$ cat src/design/tnat_pkg.sv
// Shared types, constants and register indexes of the TCP NAT connection table.
// No dependencies; imported by tnat_front, tnat_back and the top level.
package tnat_pkg;

  // Default sizes handed down from the top level
  localparam int TABLE_ENTRIES_DEF = 64;
  localparam int POOL_FIRST_DEF    = 12345;
  localparam int POOL_LAST_DEF     = 23456;

  // Configuration port geometry and register indexes
  localparam int CFG_IDX_W  = 3;
  localparam int CFG_DATA_W = 48;
  localparam logic [CFG_IDX_W-1:0] CFG_PUBLIC_IP    = 3'd0;
  localparam logic [CFG_IDX_W-1:0] CFG_IDLE_TIMEOUT = 3'd1;
  localparam logic [CFG_IDX_W-1:0] CFG_RULE_COUNT   = 3'd2;
  localparam logic [CFG_IDX_W-1:0] CFG_RULE0_MATCH  = 3'd3;
  localparam logic [CFG_IDX_W-1:0] CFG_RULE0_TARGET = 3'd4;
  localparam logic [CFG_IDX_W-1:0] CFG_RULE1_MATCH  = 3'd5;
  localparam logic [CFG_IDX_W-1:0] CFG_RULE1_TARGET = 3'd6;

  localparam logic [15:0] IDLE_TIMEOUT_RST = 16'd60;
  localparam int POOL_WORD_W = 64;

  // Item classes decided at the front
  typedef enum logic [1:0] {
    KIND_OUT  = 2'd0,
    KIND_IN   = 2'd1,
    KIND_TICK = 2'd2
  } kind_e;

  // Result actions
  typedef enum logic [1:0] {
    ACT_FWD    = 2'd0,
    ACT_POOL   = 2'd1,
    ACT_NORULE = 2'd2,
    ACT_FULL   = 2'd3
  } action_e;

  typedef struct packed {
    kind_e       kind;
    logic [31:0] src_ip;
    logic [31:0] dst_ip;
    logic [15:0] src_port;
    logic [15:0] dst_port;
    logic [31:0] seq_num;
    logic [31:0] ack_num;
    logic [15:0] payload_bytes;
    logic        syn;
    logic        fin;
    logic        ack;
  } item_t;

  typedef struct packed {
    logic [31:0] public_ip;
    logic [15:0] idle_timeout;
    logic [1:0]  rule_count;
    logic [47:0] rule0_match;
    logic [47:0] rule0_target;
    logic [47:0] rule1_match;
    logic [47:0] rule1_target;
  } cfg_t;

  typedef struct packed {
    action_e     action;
    logic [31:0] src_ip;
    logic [31:0] dst_ip;
    logic [15:0] src_port;
    logic [15:0] dst_port;
  } result_t;

endpackage

$ cat src/design/tnat_front.sv
// Front end: accepts items, classifies them and holds them in a two-deep queue.
// Depends on tnat_pkg.
module tnat_front (
  input  logic            clk_i,
  input  logic            rst_ni,
  input  logic            hold_i,
  input  logic            in_valid_i,
  output logic            in_stall_o,
  input  logic            opcode_i,
  input  logic            direction_i,
  input  logic [31:0]     src_ip_i,
  input  logic [31:0]     dst_ip_i,
  input  logic [15:0]     src_port_i,
  input  logic [15:0]     dst_port_i,
  input  logic [31:0]     seq_num_i,
  input  logic [31:0]     ack_num_i,
  input  logic [15:0]     payload_bytes_i,
  input  logic            syn_bit_i,
  input  logic            fin_bit_i,
  input  logic            ack_bit_i,
  output logic            q_valid_o,
  output tnat_pkg::item_t q_item_o,
  input  logic            q_pop_i
);
  import tnat_pkg::*;

  item_t       slot_q [2];
  logic        wr_ptr_q, rd_ptr_q;
  logic [1:0]  cnt_q;
  logic        push, pop;
  item_t       item_in;

  // Classify the incoming item
  always_comb begin
    item_in               = '0;
    item_in.kind          = opcode_i ? KIND_TICK : (direction_i ? KIND_IN : KIND_OUT);
    item_in.src_ip        = src_ip_i;
    item_in.dst_ip        = dst_ip_i;
    item_in.src_port      = src_port_i;
    item_in.dst_port      = dst_port_i;
    item_in.seq_num       = seq_num_i;
    item_in.ack_num       = ack_num_i;
    item_in.payload_bytes = payload_bytes_i;
    item_in.syn           = syn_bit_i;
    item_in.fin           = fin_bit_i;
    item_in.ack           = ack_bit_i;
  end

  assign in_stall_o = hold_i || (cnt_q == 2'd2);
  assign push       = in_valid_i && !in_stall_o;
  assign pop        = q_pop_i && (cnt_q != 2'd0);
  assign q_valid_o  = (cnt_q != 2'd0);
  assign q_item_o   = slot_q[rd_ptr_q];

  // Store the payload
  always_ff @(posedge clk_i) begin
    if (push) begin
      slot_q[wr_ptr_q] <= item_in;
    end
  end

  // Advance pointers and fill count
  always_ff @(posedge clk_i or negedge rst_ni) begin
    if (!rst_ni) begin
      wr_ptr_q <= 1'b0;
      rd_ptr_q <= 1'b0;
      cnt_q    <= 2'd0;
    end else begin
      if (push) wr_ptr_q <= ~wr_ptr_q;
      if (pop)  rd_ptr_q <= ~rd_ptr_q;
      cnt_q <= cnt_q + {1'b0, push} - {1'b0, pop};
    end
  end

endmodule

$ cat config.mk
export PLATFORM = sky130hd
export DESIGN_NAME = tnat_front
export DESIGN_NICKNAME = d
export VERILOG_FILES = /design/src/design/tnat_pkg.sv /design/src/design/tnat_front.sv
export SDC_FILE = /design/constraint.sdc
export NUM_CORES = 1
export LEC_CHECK = 0
export BUFFER_PORTS_ARGS = -buffer_cell sky130_fd_sc_hd__buf_2
export CAP_MARGIN = 20
export CORE_MARGIN = 2
export CORE_UTILIZATION = 56
export DETAILED_ROUTE_END_ITERATION = 7
export PLACE_DENSITY = 0.9
export SLEW_MARGIN = 20
export SYNTH_ARGS = -nofsm -noshare
export SYNTH_HDL_FRONTEND = slang
export SYNTH_SLANG_ARGS = --single-unit
$ cat constraint.sdc
create_clock -name clk_i -period 21.1 [get_ports clk_i]
set_input_delay 1.055 -clock clk_i [delete_from_list [all_inputs] [get_ports clk_i]]
set_output_delay 1.055 -clock clk_i [all_outputs]
set_load 0.05 [all_outputs]
-- Word-level counts from Yosys, hierarchy flattened
Memories as Yosys holds them, arrays and structs flattened.
Index checks and enable logic that the tools add are counted.
- add/subtract/negate cells: 2
- shift operators: 0
- eq/ne operators: 1
- multiply operators: 0
- $lt $le $gt $ge: 0
- divide/modulo/power cells: 0
- multiplexer cells: 4
- reductions and logical operators: 5
- bitwise gates (word level): 2
- operator list (kind ; number):
    2-to-1 mux 1 bit ; 3
    adder 2 x 1 -> 2 bit ; 1
    == test 2 bit, second input constant ; 1
    logical AND 1 bit ; 2
    2-to-1 mux 2 bit ; 1
    inverter 1 bit ; 2
    nonzero test 2 bit ; 1
    subtractor 2 x 1 -> 2 bit ; 1
    logical NOT 1 bit ; 1
    logical OR 1 bit ; 1
- bits in read-only memories: 0
- word-level logic and storage cells: 18
- output and inout port bits: 183
- bits in writable memories: 362
- input bits: 186
- memories kept: 1
- register bits: 4
- bits in latches: 0
- memory list (name ; depth ; bits a word ; read ports ; clocked after memory_dff ; write ports ; line ; RTL):
    slot_q ; 2 ; 181 ; 1 ; 0 ; 1 ; tnat_front.sv:27 ; item_t slot_q [2];

-- Logic depth before layout (Yosys ltp)
Gate-level depths: netlist of run 1.
- word-level depth: 6
- gate-level depth with buffers: 7
- mapped depth without buffers: 7

-- Worst setup path after synthesis of run 1
OpenSTA, ideal clock, no wires.
- path type: input to register
- start point: input port hold_i
- end point: memory slot_q[0][0] (netlist bit) (enable)
- arrival time: 8811 ps
- cell stages on the path: 2
- data required time: 20374 ps
- slack: 11564 ps
- cells stage by stage: nand3b_1 > nor2_1
- word-level cells in the longest chain between the ends: 5
- RTL lines (what ; line ; RTL):
    start: declaration ; tnat_front.sv:6 ; input logic hold_i,
    logical OR 1 bit ; tnat_front.sv:49 ; assign in_stall_o = hold_i || (cnt_q == 2'd2);
    logical NOT 1 bit ; tnat_front.sv:50 ; assign push = in_valid_i && !in_stall_o;
    logical AND 1 bit ; tnat_front.sv:50 ;
    2-to-1 mux 1 bit ; tnat_front.sv:57 ; if (push) begin
    2-to-1 mux 1 bit (implied by the code) ; tnat_front.sv:58 ; slot_q[wr_ptr_q] <= item_in;
    end: declaration ; tnat_front.sv:27 ;
No other way between the ends.

==> key figures, run 1 <==
Status
  – Status: completed

Timing
  – Fin. Hold Viols: 0
  – Total negative slack: 0 ps
  – Skew final: 7.844 ps
  – Relative slew slack: 28.87%
  – Worst slew pin tran: 1067 ps
  – RSZ-0062 raised after global routing: no
  – Final min period: 3866 ps
  – Final WS setup: 17230 ps
  – Endpoints failing setup: 0
  – Hold WS: 361.1 ps
  – Tcrit/Tclk final: 18.32%
  – Highest clock rate: 258.7 MHz
  – Final max-slew violation count: 0

Clock tree
  – CTS tree: yes
  – CTS sink count: 366
  – Clock root buffer: clkbuf_16
  – H-tree depth: 2
  – Clk slew on worst S/H paths: 60 ps
  – Hold_buf cts: 0
  – CTS Buf Count: 37
  – Setup Fix Bufs, Post-CTS: 0
  – Worst-Skew Late Latency: 490 ps
  – Clock Path Buffers: 3
  – Cts repair resizes: 0

Floorplanning
  – Starting density of the core: 57.03%
  – Die ar.: 0.02516 mm²
  – Die X: 158.6 µm
  – Die Span Y: 158.6 µm
  – # IOs: 369
  – Core area: 0.02347 mm²
  – FP Rows: 56

Route
  – DR top layer: met5
  – Drt drc: 0
  – Post-DRT Antenna Nets: 0
  – M1 wire length: 9.454 mm
  – Post-DR wirelength/cell: 20.25 µm
  – Pre-antenna DRT Iters: 4
  – DRT iter0 DRCs: 444
  – Met2 wire len: 14.10 mm
  – Vias post-DR: 6776
  – Met3 wire len: 2.273 mm
  – Vias per cell: 5.122
  – Final wirelength: 26.79 mm

Final layout
  – Design area: 0.01657 mm²
  – Post-layout nets: 1164
  – Commonest non-fill, non-tap cell in the layout: buf_2
  – Syn-to-layout area delta: 23.81%
  – Most frequent cells in the layout: buf_2 (368), edfxtp_1 (362), mux2_2 (181), clkbuf_16 (37), clkbuf_1 (9)
  – Share of cells above drive strength 1: 60.44%

Yosys
  – Yosys reg bits: 366
  – Post-synthesis cell type count: 15
  – Post-synthesis sequential area ratio: 81.96%
  – Cells after synthesis: 583
  – Mapped Area: 0.01339 mm²
  – Post-synth top area share: 81.21%
  – Dominant cell type by area after synthesis: edfxtp_1
  – Ys Warns: 0
  – Cells taking the most area after synthesis: edfxtp_1 (81%), mux2_2 (15%), clkbuf_8 (1.5%)
  – Syn Area/Cell: 22.96 µm²
  – Syn Nets: 771

GRT
  – Antenna violations before repair: 4
  – Number of global-route vias before repair: 7096
  – First-pass GRT wire length: 37.52 mm
  – Pin count of the biggest net entering global routing: 80
  – Overflow after GRT: 0
  – Global Route Usage Sum: 20.02%

Placement
  – Final HPWL DP: 17.66 mm
  – Pre-CTS WS: 17450 ps
  – # port buffers: 368
  – DP Area: 0.01543 mm²
  – GPL Wtd Cong: 0.7587

Critical path
  – Slowest stage delay, CP: 790 ps
  – Critical-path top delay cell: buf_4
  – CP Class: register to primary output
  – CP Buf/Inv Count: 2
  – Crit path max fanout: 72
  – CP endpoint kind: primary output
  – Largest delay share family, worst path: buffers and inverters
  – Crit path DAT: 2810 ps
  – CP Launch Type: register
  – CP required: 20050 ps
  – Crit-path cells: buf_4 > mux2_2 > buf_2

Worst hold path
  – Class of the worst hold path: primary input to asynchronous set/reset pin

Power and ir drop
  – Peak VDD IR: 109.9 µV
  – PD cells: 149.2 mW/mm²
  – Total power: 2472 µW
  – Static Leakage: 0.006143 µW

Job
  – Total of max-cap violations: 0
==> synth_stat cells <==
cell      number
xnor2_1        3
buf_6          5
mux2_2       181
ha_1           2
inv_1          2
nor2b_1        1
edfxtp_1     362
nand3b_1       1
dfrtp_1        4
and2_1         1
xor2_1         1
nand2b_1       2
nor2_1         2
or2_1          1
clkbuf_8      15
==> cells by family after synthesis <==
logic type,after synthesis,synth area share [%]
and+or+nand+nor,8,0.3460
adders and majority gates,2,0.1869
muxes,181,15.23
buffers and inverters,22,2.019
xor gates and xnor gates,4,0.2618
DFF,366,81.96
==> worst reg2reg max path, cell delays in order, from the launching register on <==
cell,delay (ps)
dfrtp_1,400
nand2b_1,140
nand3b_1,260
nor2_4,760
buf_4,930
==> routing by layer <==
| metal | global-route usage [%] | vias to the layer above |
|---|---|---|
| li1 | - | 3118 |
| met1 | 21.37 | 3288 |
| met2 | 36.47 | 299 |
| met3 | 6.287 | 69 |
| met4 | 8.580 | 2 |
| met5 | 0 | - |
==> registers in the layout, summed over array words and instances, names as in the netlist <==
register and cells:
cnt_q 2, rd_ptr_q 1, slot_q 362, wr_ptr_q 1
==> area by class of cell <==
class | instances | area [µm²]
Inverter | 2 | 7.507
Antenna cell | 3 | 7.507
Multi-Input combinational cell | 195 | 2160
Clock inverter | 16 | 150.1
Fill cell | 1418 | 6900
Timing Repair Buffer | 374 | 1887
Clock buffer | 48 | 987.2
Tap cell | 319 | 399.1
Sequential cell | 366 | 10970
==> path summary, 6_finish.rpt <==
path,from,to,slack (ps),depth (start not counted)
hold / removal,rst_ni,wr_ptr_q,360,1
min in group clk_i,cnt_q[1],cnt_q[1],500,1
hold reg to reg,cnt_q[1],cnt_q[1],500,1
max in group asynchronous,rst_ni,rd_ptr_q,20590,1
setup reg to reg,cnt_q[1],slot_q[1][131],18140,4
setup / recovery,rd_ptr_q,q_item_o[75],17230,3
==> where the power goes <==
group | switching (µW) | internal (µW)
clock network | 248 | 365
logic | 671 | 249
registers | 34.2 | 906
total | 953 | 1520
==> metrics by stage <==
step / std cells / utilization, %
5_1_grt: 1321 / 70.58
3_5_place_dp: 1256 / 65.72
2_1_floorplan: 583 / -
3_3_place_gp: 1256 / 65.72
6_report: 1323 / 70.60
4_1_cts: 1320 / 70.57
Note: power is estimated with default switching activity, not from simulation.
==> run 2: changes to the inputs <==
--- a/config.mk
+++ b/config.mk
@@ -5,12 +5,13 @@
 export SDC_FILE = /design/constraint.sdc
 export NUM_CORES = 1
 export LEC_CHECK = 0
+export ABC_AREA = 1
 export BUFFER_PORTS_ARGS = -buffer_cell sky130_fd_sc_hd__buf_2
 export CAP_MARGIN = 20
 export CORE_MARGIN = 2
-export CORE_UTILIZATION = 56
+export CORE_UTILIZATION = 47
 export DETAILED_ROUTE_END_ITERATION = 7
-export PLACE_DENSITY = 0.9
+export PLACE_DENSITY = 0.81
 export SLEW_MARGIN = 20
 export SYNTH_ARGS = -nofsm -noshare
 export SYNTH_HDL_FRONTEND = slang
==> constraint.sdc (replaced) <==
create_clock -name clk_i -period 3.4 [get_ports clk_i]
set_input_delay 0.17 -clock clk_i [delete_from_list [all_inputs] [get_ports clk_i]]
set_output_delay 0.17 -clock clk_i [all_outputs]
set_load 0.05 [all_outputs]
==> run 2 against run 1 <==
  * Critical endpoint is now q_item_o[165]
  * Sequential power grew to 6.1 times the previous value
  * Area after synthesis rose by 0.54%
  * Worst hold slack got worse by 340 ps
==> key figures, run 2 <==
Yosys
  – Adder-cell area share of the yosys netlist: 0.1859%
  – Ys flop type: edfxtp_1
  – Syn Area/Cell: 13.72 µm²
  – Post-Synth Simple-Gate Area: 15.72%
  – Dominant cell type by area after synthesis: edfxtp_1
  – Cells after synthesis: 981
  – Syn Nets: 1169
  – Async SR Flop Fraction: 1.093%
  – Yosys reg bits: 366
  – Post-synthesis sequential area ratio: 81.52%
  – Largest family of logic cells by synthesized area: simple AND/OR/NAND/NOR gates
  – Cells taking the most area after synthesis: edfxtp_1 (81%), nand2_1 (16%), buf_4 (1.2%)
  – XOR/XNOR share of the synthesized area: 0%
  – Post-synthesis cell type count: 12
  – Ys Warns: 0
  – Synth Area in Compound Gates: 0%
  – Synth cell count leaders: nand2_1 (556), edfxtp_1 (362), buf_4 (22), buf_2 (10), inv_1 (10)
  – Post-synth EDFFs: 362
  – Mapped Area: 0.01346 mm²
  – Post-synthesis mux area share: 0%
  – Post-synth top area share: 80.77%
  – Most frequent cell after synthesis: nand2_1

Critical path
  – Crit path DAT: 2470 ps
  – Crit path max fanout: 82
  – CP endpoint kind: primary output
  – CP required: 3230 ps
  – CP Class: register to primary output
  – CP Launch Type: register

Timing
  – Endpoints failing setup: 0
  – RSZ-0062 raised after global routing: no
  – Relative slew slack: 35.45%
  – Final min period: 2640 ps
  – Skew final: 14.10 ps
  – Final max-slew violation count: 0
  – Worst slew pin tran: 968.2 ps
  – Hold WS: 18.13 ps
  – Highest clock rate: 378.8 MHz
  – Fin. Hold Viols: 0
  – Final WS setup: 760.0 ps
  – Tcrit/Tclk final: 77.65%

Power and ir drop
  – Peak VDD IR: 783.4 µV
  – Static Leakage: 0.008039 µW
  – PD cells: 915.4 mW/mm²

Job
  – Total of max-cap violations: 0

Route
  – Drt drc: 0
  – Met2 wire len: 19.14 mm
  – M1 wire length: 13.09 mm
  – Met3 wire len: 3.982 mm
  – Pre-antenna DRT Iters: 5
  – Post-DRT Antenna Nets: 0
  – DR top layer: met4
  – Post-DR wirelength/cell: 19.23 µm
  – DRT iter0 DRCs: 883
  – Vias post-DR: 9976
  – Final wirelength: 37.59 mm
  – Vias per cell: 5.103

Placement
  – Pre-CTS WS: 1254 ps
  – Final HPWL DP: 20.30 mm
  – GPL Wtd Cong: 0.8643
  – DP Area: 0.01572 mm²
  – # port buffers: 368
  – Placed Cells: 1702

Clock tree
  – Cts repair resizes: 0
  – CTS Buf Count: 38
  – CTS sink count: 366
  – Hold_buf cts: 184
  – CTS tree: yes
  – Clock root buffer: clkbuf_16
  – Clock Path Buffers: 3
  – Setup Fix Bufs, Post-CTS: 0
  – H-tree depth: 2
  – Worst-Skew Late Latency: 520 ps
  – Clk slew on worst S/H paths: 60 ps

GRT
  – Antenna violations before repair: 0
  – Global Route Usage Sum: 24.47%
  – First-pass GRT wire length: 57.27 mm
  – Number of global-route vias before repair: 10470
  – Overflow after GRT: 0
  – Pin count of the biggest net entering global routing: 183

Final layout
  – Largest regs: slot_q (362), cnt_q (2)
  – Top reg by flops: slot_q
  – Syn-to-layout area delta: 39.89%
  – Post-layout nets: 1736
  – Design area: 0.01883 mm²
  – Fillers: 1767
  – Commonest non-fill, non-tap cell in the layout: nand2_1
  – Max reg flops: 362
  – ANT cells: 0
  – Final Non-Filler Cells: 1955
  – Share of cells above drive strength 1: 28.15%
  – Most frequent cells in the layout: nand2_1 (555), buf_2 (368), edfxtp_1 (362), dlygate4sd3_1 (184), clkbuf_16 (41)

Floorplanning
  – FP Rows: 61
  – # IOs: 369
  – Starting density of the core: 48.05%
  – Die Span Y: 173.2 µm
  – Core area: 0.02801 mm²
  – Die X: 173.2 µm
  – Die ar.: 0.03000 mm²

Worst hold path
  – Class of the worst hold path: primary input to register

Status
  – Status: completed
==> run 2: cell families after synthesis <==
logic type	after synthesis
adders and majority gates	2
DFF	366
and+or+nand+nor	562
buffers and inverters	51
==> run 2: power breakdown <==
part	leakage [µW]	switching (µW)	internal, µW	total, µW
combinational	0.00406	5840	1440	7280
sequential	0.00336	166	5600	5770
clock	0.000620	1670	2520	4190
total	0.00804	7680	9560	17200
==> run 2: worst paths after layout <==
check	start	to	slack [ps]	cells after the start
worst max-delay path	rd_ptr_q	q_item_o[165]	760	5
worst min-delay path	direction_i	slot_q[1][179]	20	3
worst max register to register	cnt_q[0]	slot_q[0][161]	1310	5
worst min register to register	wr_ptr_q	wr_ptr_q	500	2
max in group asynchronous	rst_ni	rd_ptr_q	2610	3
min in group asynchronous	rst_ni	rd_ptr_q	600	3
==> run 2: critical path, stage by stage (launching register included) <==
cell and delay [ps]:
dfrtp_4 510, inv_6 480, buf_4 440, nand2_1 110, nand2_1 110, buf_2 270
==> run 2: layer usage <==
layer / GRT usage [%] / vias up
met5: 0 / -
met4: 9.569 / 0
met3: 7.171 / 92
met2: 43.00 / 646
met1: 28.27 / 4791
li1: - / 4447
==> run 2: area by class of cell <==
class / count / area (µm²) / share of cell area (%)
Clock buffer: 52 / 1067 / 5.669
Clock inverter: 17 / 197.7 / 1.050
Inverter: 11 / 50.05 / 0.2658
Multi-Input combinational cell: 564 / 2156 / 11.45
Sequential cell: 366 / 10970 / 58.29
Tap cell: 378 / 473.0 / 2.512
Timing Repair Buffer: 567 / 3909 / 20.76
==> run 2: metrics by stage <==
step / utilization, % / setup TNS (ps) / power, µW
CTS: 67.21 / 0 / 17110
detailed placement: 56.12 / 0 / 12770
floorplan: - / -113550 / 11250
finish: 67.21 / 0 / 17230
global route: 67.21 / 0 / 17850
global placement: 56.12 / 0 / 12660
